$ cat src/sv/ttwf_pkg.sv
package ttwf_pkg;

  typedef enum logic [1:0] {
    OP_PUT        = 2'd0,
    OP_CLEAR      = 2'd1,
    OP_INVALIDATE = 2'd2
  } op_e;

  typedef enum logic {
    KIND_TILE  = 1'b0,
    KIND_CLEAR = 1'b1
  } kind_e;

  typedef enum logic [2:0] {
    ST_IDLE  = 3'b001,
    ST_CMP   = 3'b010,
    ST_SWEEP = 3'b100
  } state_e;

  typedef struct packed {
    logic [7:0] glyph;
    logic [7:0] palette;
  } tile_t;

  localparam tile_t BlankTile   = '{glyph: 8'h20, palette: 8'h00};
  localparam tile_t InvalidTile = '{glyph: 8'h00, palette: 8'hff};

  typedef struct packed {
    logic  rd_en;
    logic  wr_en;
    tile_t wdata;
  } mem_ctl_t;

  typedef struct packed {
    kind_e      kind;
    logic [5:0] col;
    logic [4:0] row;
    logic [7:0] glyph;
    logic [7:0] palette;
  } result_t;

endpackage

$ cat src/sv/ttwf_ctrl.sv
module ttwf_ctrl
  import ttwf_pkg::*;
#(
  parameter int GRID_WIDTH  = 40,
  parameter int GRID_HEIGHT = 32,
  parameter int AddrW       = 11
) (
  input  logic             clk_i,
  input  logic             rst_ni,
  input  logic             in_valid_i,
  output logic             in_ready_o,
  input  logic [1:0]       in_op_i,
  input  logic [7:0]       in_col_i,
  input  logic [7:0]       in_row_i,
  input  logic [7:0]       in_glyph_i,
  input  logic [7:0]       in_palette_i,
  output mem_ctl_t         mem_ctl_o,
  output logic [AddrW-1:0] mem_addr_o,
  input  tile_t            mem_rdata_i,
  input  logic             out_free_i,
  output logic             out_load_o,
  output result_t          out_res_o
);

  localparam int Cells = GRID_WIDTH * GRID_HEIGHT;
  localparam int MulW  = AddrW;
  localparam logic [AddrW-1:0] LastAddr = AddrW'(Cells - 1);

  state_e           state_q, state_d;
  logic [AddrW-1:0] cnt_q, cnt_d;
  tile_t            fill_q, fill_d;
  logic             clr_pend_q, clr_pend_d;
  logic [AddrW-1:0] addr_q, addr_d;
  logic [5:0]       col_q, col_d;
  logic [4:0]       row_q, row_d;
  tile_t            tile_q, tile_d;

  logic             in_grid;
  logic [MulW-1:0]  in_addr;

  assign in_grid = (in_col_i < 8'(GRID_WIDTH)) && (in_row_i < 8'(GRID_HEIGHT));
  assign in_addr = MulW'(in_row_i[4:0]) * MulW'(GRID_WIDTH) + MulW'(in_col_i[5:0]);

  always_comb begin
    state_d    = state_q;
    cnt_d      = cnt_q;
    fill_d     = fill_q;
    clr_pend_d = clr_pend_q;
    addr_d     = addr_q;
    col_d      = col_q;
    row_d      = row_q;
    tile_d     = tile_q;
    in_ready_o = (state_q == ST_IDLE);
    mem_ctl_o  = '{rd_en: 1'b0, wr_en: 1'b0, wdata: tile_q};
    mem_addr_o = addr_q;
    out_load_o = 1'b0;
    out_res_o  = '{kind: KIND_TILE, col: col_q, row: row_q,
                   glyph: tile_q.glyph, palette: tile_q.palette};
    case (state_q)
      ST_IDLE: begin
        if (in_valid_i) begin
          case (op_e'(in_op_i))
            OP_PUT: begin
              if (in_grid) begin
                mem_ctl_o.rd_en = 1'b1;
                mem_addr_o      = in_addr[AddrW-1:0];
                addr_d          = in_addr[AddrW-1:0];
                col_d           = in_col_i[5:0];
                row_d           = in_row_i[4:0];
                tile_d          = '{glyph: in_glyph_i, palette: in_palette_i};
                state_d         = ST_CMP;
              end
            end
            OP_CLEAR: begin
              fill_d     = BlankTile;
              clr_pend_d = 1'b1;
              cnt_d      = '0;
              state_d    = ST_SWEEP;
            end
            OP_INVALIDATE: begin
              fill_d  = InvalidTile;
              cnt_d   = '0;
              state_d = ST_SWEEP;
            end
            default: begin
            end
          endcase
        end
      end
      ST_CMP: begin
        if (mem_rdata_i == tile_q) begin
          state_d = ST_IDLE;
        end else if (out_free_i) begin
          mem_ctl_o.wr_en = 1'b1;
          out_load_o      = 1'b1;
          state_d         = ST_IDLE;
        end
      end
      ST_SWEEP: begin
        mem_ctl_o.wr_en = 1'b1;
        mem_ctl_o.wdata = fill_q;
        mem_addr_o      = cnt_q;
        out_res_o       = '{kind: KIND_CLEAR, col: '0, row: '0, glyph: '0, palette: '0};
        if (clr_pend_q && out_free_i) begin
          out_load_o = 1'b1;
          clr_pend_d = 1'b0;
        end
        if (cnt_q != LastAddr) begin
          cnt_d = cnt_q + 1'b1;
        end else if (!clr_pend_q || out_free_i) begin
          state_d = ST_IDLE;
        end
      end
      default: begin
        state_d = ST_IDLE;
      end
    endcase
  end

  always_ff @(posedge clk_i or negedge rst_ni) begin
    if (!rst_ni) begin
      state_q    <= ST_SWEEP;
      cnt_q      <= '0;
      fill_q     <= InvalidTile;
      clr_pend_q <= 1'b0;
    end else begin
      state_q    <= state_d;
      cnt_q      <= cnt_d;
      fill_q     <= fill_d;
      clr_pend_q <= clr_pend_d;
    end
  end

  always_ff @(posedge clk_i) begin
    addr_q <= addr_d;
    col_q  <= col_d;
    row_q  <= row_d;
    tile_q <= tile_d;
  end

endmodule

$ cat config.mk
export PLATFORM = sky130hd
export DESIGN_NAME = ttwf_ctrl
export DESIGN_NICKNAME = d
export VERILOG_FILES = /design/src/sv/ttwf_pkg.sv /design/src/sv/ttwf_ctrl.sv
export SDC_FILE = /design/constraint.sdc
export NUM_CORES = 1
export LEC_CHECK = 0
export BUFFER_PORTS_ARGS = -buffer_cell sky130_fd_sc_hd__buf_2
export CELL_PAD_IN_SITES_DETAIL_PLACEMENT = 1
export CELL_PAD_IN_SITES_GLOBAL_PLACEMENT = 1
export CORE_MARGIN = 1.5
export CORE_UTILIZATION = 41
export DETAILED_ROUTE_END_ITERATION = 10
export PLACE_DENSITY = 0.9
export SLEW_MARGIN = 20
export SYNTH_ARGS = -nofsm -noshare
export SYNTH_HDL_FRONTEND = slang
export SYNTH_SLANG_ARGS = --single-unit
$ cat constraint.sdc
create_clock -name clk_i -period 4.95 [get_ports clk_i]
set_input_delay 0.495 -clock clk_i [delete_from_list [all_inputs] [get_ports clk_i]]
set_output_delay 0.495 -clock clk_i [all_outputs]
set_load 0.05 [all_outputs]
==> metrics.md <==
| Metric | Value |
|---|---|
| Status | completed |
| N_diodes | 0 |
| Synth top area share | between 30 and 40% |
| WP data required | 4.45 ns |
| Initial antenna violation count | 0 |
| Reg clk slew, reported paths | 0.10 ns |
| CP endpoint kind | output pin |
| Max-Cap Viols | 0 |
| Critical path, cell by cell | nor2_1 -> nand2_1 -> clkinv_1 -> buf_4 -> nor2_4 -> a22oi_1 -> o21ai_1 -> buf_2 |
| Die area | 0.00840 mm² |
| Mapped Area | 0.00322 mm² |
| Clock Skews | 0.00777 ns |
| DRT antenna net count | 0 |
| Peak Freq | 298 MHz |
| Global-route wire length before repair | 14,000 µm |
| RSZ-0062 raised after global routing | false |
| Power Density | 399 mW/mm² |
| Internal | 890 µW |
| # clock sinks | 55 |
| Async SR Flop Fraction | 30.9% |
| Fin. Hold Viols | 0 |
| Layout net count | 474 |
| Setup Fix Bufs, Post-CTS | 0 |
| PnR worst setup slack | roughly 1.6 ns |
| Element type at the critical path start | register |
| I/O pin total | ~110 |
| Slowest library cell on the worst path | nand2_1 |
| Row cnt | 32 |
| Core region area | 0.00765 mm² |
| Area leader, netlist | edfxtp_1 |
| Fin. max-slew vios | 0 |
| Grt total ovfl | 0 |
| Cells on worst reg2reg path | 6 |
| DIE WIDTH | 91.6 µm |
| Largest net degree at the start of global routing | 34 |
| Drt via density | 5.28 |
| I/O Buffers | about 110 |
| Clock tree root buffer cell | clkbuf_8 |
| Net Sw Frac | between 40 and 50% |
| Worst Setup Path Type | reg2out |
| Worst Tran Pin Value | 0.842 ns |
| Netlist cell types | 51 |
| Synthesized flop and latch total | 55 |
| RR Endpoint | cnt_q[1]$_DFFE_PN0P_ |
| Max stage delay on crit path | 0.63 ns |
| Vias | 2,684 |
| First-pass DRT Iterations | 4 |
| R2R setup slack | between 2 and 3 ns |
| Max_slew headroom | between 40% and 50% |
| Post-route clock period utilization | between 60% and 70% |
| HPWL Detailed | 6930 µm |
| Top_reg_cell synth | edfxtp_1 |
| Routed WL per cell | 17.5 µm |
| Setup TNS | 0 ns |
| Vias in the first global route | 2,737 |
| Htree depth | 2 |
| Share of cells above drive strength 1 | 33.3% |
| Number of flops mapped to enable cells by yosys | 38 |
| Final Cell Area | 0.00393 mm² |
| Commonest non-fill, non-tap cell in the layout | buf_2 |
| Sequential Power Share | 40.0% |
| Most frequent cells in the layout | buf_2 (112), edfxtp_1 (38), nand2_1 (34) |
| TritonCTS clock tree | yes |
| Syn avg cell area | around 11 µm² |
| CP Max Fanout | 30 |
| Arr. time, crit path | 2.86 ns |
| Buffers & Inverters on Critical Path | 3 |
| Total CTS buffers | 5 |
| P&R area growth vs syn | 21.9% |
| Post_cts resized | 0 |
| Setup violations, final | 0 |
| Hold Path Class | in2async |
| Top cells by area, synth | edfxtp_1 (35%), dfrtp_1 (12%), xor2_1 (7.1%), and2_1 (5.4%), ha_1 (5.1%) |
| Synth Instances | 300 |
| Clock power frac | 17.6% |
| Comb pwr share | 42.4% |
| Routability congestion estimate | 0.868 |
| Setup WS pre-CTS | 1.63 ns |
| Period minus WS final | between 3 and 4 ns |
| Routed wire length | 8900 µm |
| Die height | 91.6 µm |
| DR iter-0 viols | 100 |
| Clock buffer depth | 2 |
| P_sw | between 600 and 700 µW |
| Sequential area share after synthesis | roughly half |
| FF-to-FF Start | state_q[1]$_DFFE_PN0P_ |
| Initial Util | between 40% and 50% |
| P_leak | between 0.0015 and 0.002 µW |
| Remaining DRCs | 0 |
| Skew-Pair Late Insertion Delay | 0.31 ns |
| Yosys warnings | 0 |
| CP top delay family | simple AND/OR/NAND/NOR gates |
| Cell Area, Placed | 0.00382 mm² |
| VDD IR max | between 0.3 and 0.4 mV |
| Post-Syn Nets | between 300 and 400 |
| GRT Total Usage | 21.6% |
| Post-CTS Hold Buffers | 0 |
-- sequential cells by signal, indices dropped and copies added, names as in the netlist --
register / flops
tile_q: 16
addr_q: 11
cnt_q: 11
col_q: 6
row_q: 5
state_q: 3
fill_q: 2
clr_pend_q: 1
-- per-stage QoR --
step	std cells	total power, µW	util, %	hold WS [ns]
CTS	508	1580	51.3	0.102
global route	508	1640	51.3	0.117
floorplan	300	1140	-	0.199
finish	508	1570	51.3	0.0934
global placement	500	1280	50.0	0.435
detailed placement	500	1300	50.0	0.442
-- power by group through the flow --
stage	logic [µW]	registers (µW)	clock network, µW
5_1_grt	704	638	296
2_1_floorplan	518	619	0
3_5_place_dp	667	637	0
3_3_place_gp	651	630	0
4_1_cts	669	627	283
6_report	664	627	276
-- final cells by class --
cell class,count,area [µm²]
fill,895,3720
inverter,7,43.8
multi-input combinational,223,1520
tap,102,128
clock buffer,8,100
sequential,55,1570
timing repair buffer,113,568
-- worst max path at each step --
stage               depth (start not counted)                    from  slack [ns]             end
floorplan                                   8             in_row_i[1]        1.36  mem_addr_o[10]
global placement                           10             in_row_i[1]        1.81  mem_addr_o[10]
detailed placement                         10             in_row_i[1]        1.63  mem_addr_o[10]
CTS                                         8  state_q[1]$_DFFE_PN0P_        1.55   mem_addr_o[9]
global route                                8  state_q[0]$_DFFE_PN0P_        1.30   mem_addr_o[9]
finish                                      8  state_q[1]$_DFFE_PN0P_        1.60   mem_addr_o[9]
-- worst reg2reg max path, delay by kind of cell (launching register included) --
family	cells	cell delay [ns]
simple gates	3	0.83
flops	1	0.48
buf+inv	2	0.54
compound gates	1	0.07
-- cell families after synthesis --
group / Yosys count / share of synthesized area, %
AO/OA/AOI/OAI: 47 / 9.52
XOR/XNOR: 31 / 8.43
AND/OR/NAND/NOR: 125 / 21.1
flip-flops: 55 / 48.7
adder cells (fa/ha/maj): 15 / 6.29
multiplexers: 5 / 1.75
buffers and inverters: 22 / 4.20
-- cells in the mapped netlist (2+ instances only) --
cell,instances
fa_1,2
or3b_1,2
a21o_1,4
nand2_1,34
buf_4,7
nor2b_1,3
xnor2_1,5
edfxtp_1,38
nor2_1,18
o21ai_1,4
ha_1,13
mux2_2,5
dfrtp_1,15
a21oi_1,6
nand3_1,8
dfstp_2,2
a22oi_1,9
nand4b_1,5
nor3_1,2
nand4_1,5
inv_1,4
nor4_1,4
and2_1,28
a31oi_1,2
nand2b_1,9
xor2_1,26
o21ai_0,11
clkbuf_1,6
-- routing by layer --
metal | global-route usage (%) | up-vias | wire length [µm] | part of all wire (%)
met5 | 0 | - | 0 | 0
met4 | 5.99 | 0 | 93 | 1.0
met3 | 2.90 | 9 | 553 | 6.2
met2 | 40.4 | 104 | 4570 | 51
met1 | 25.7 | 1308 | 3680 | 41
li1 | - | 1263 | - | -
(Power assumes the default switching activity.)
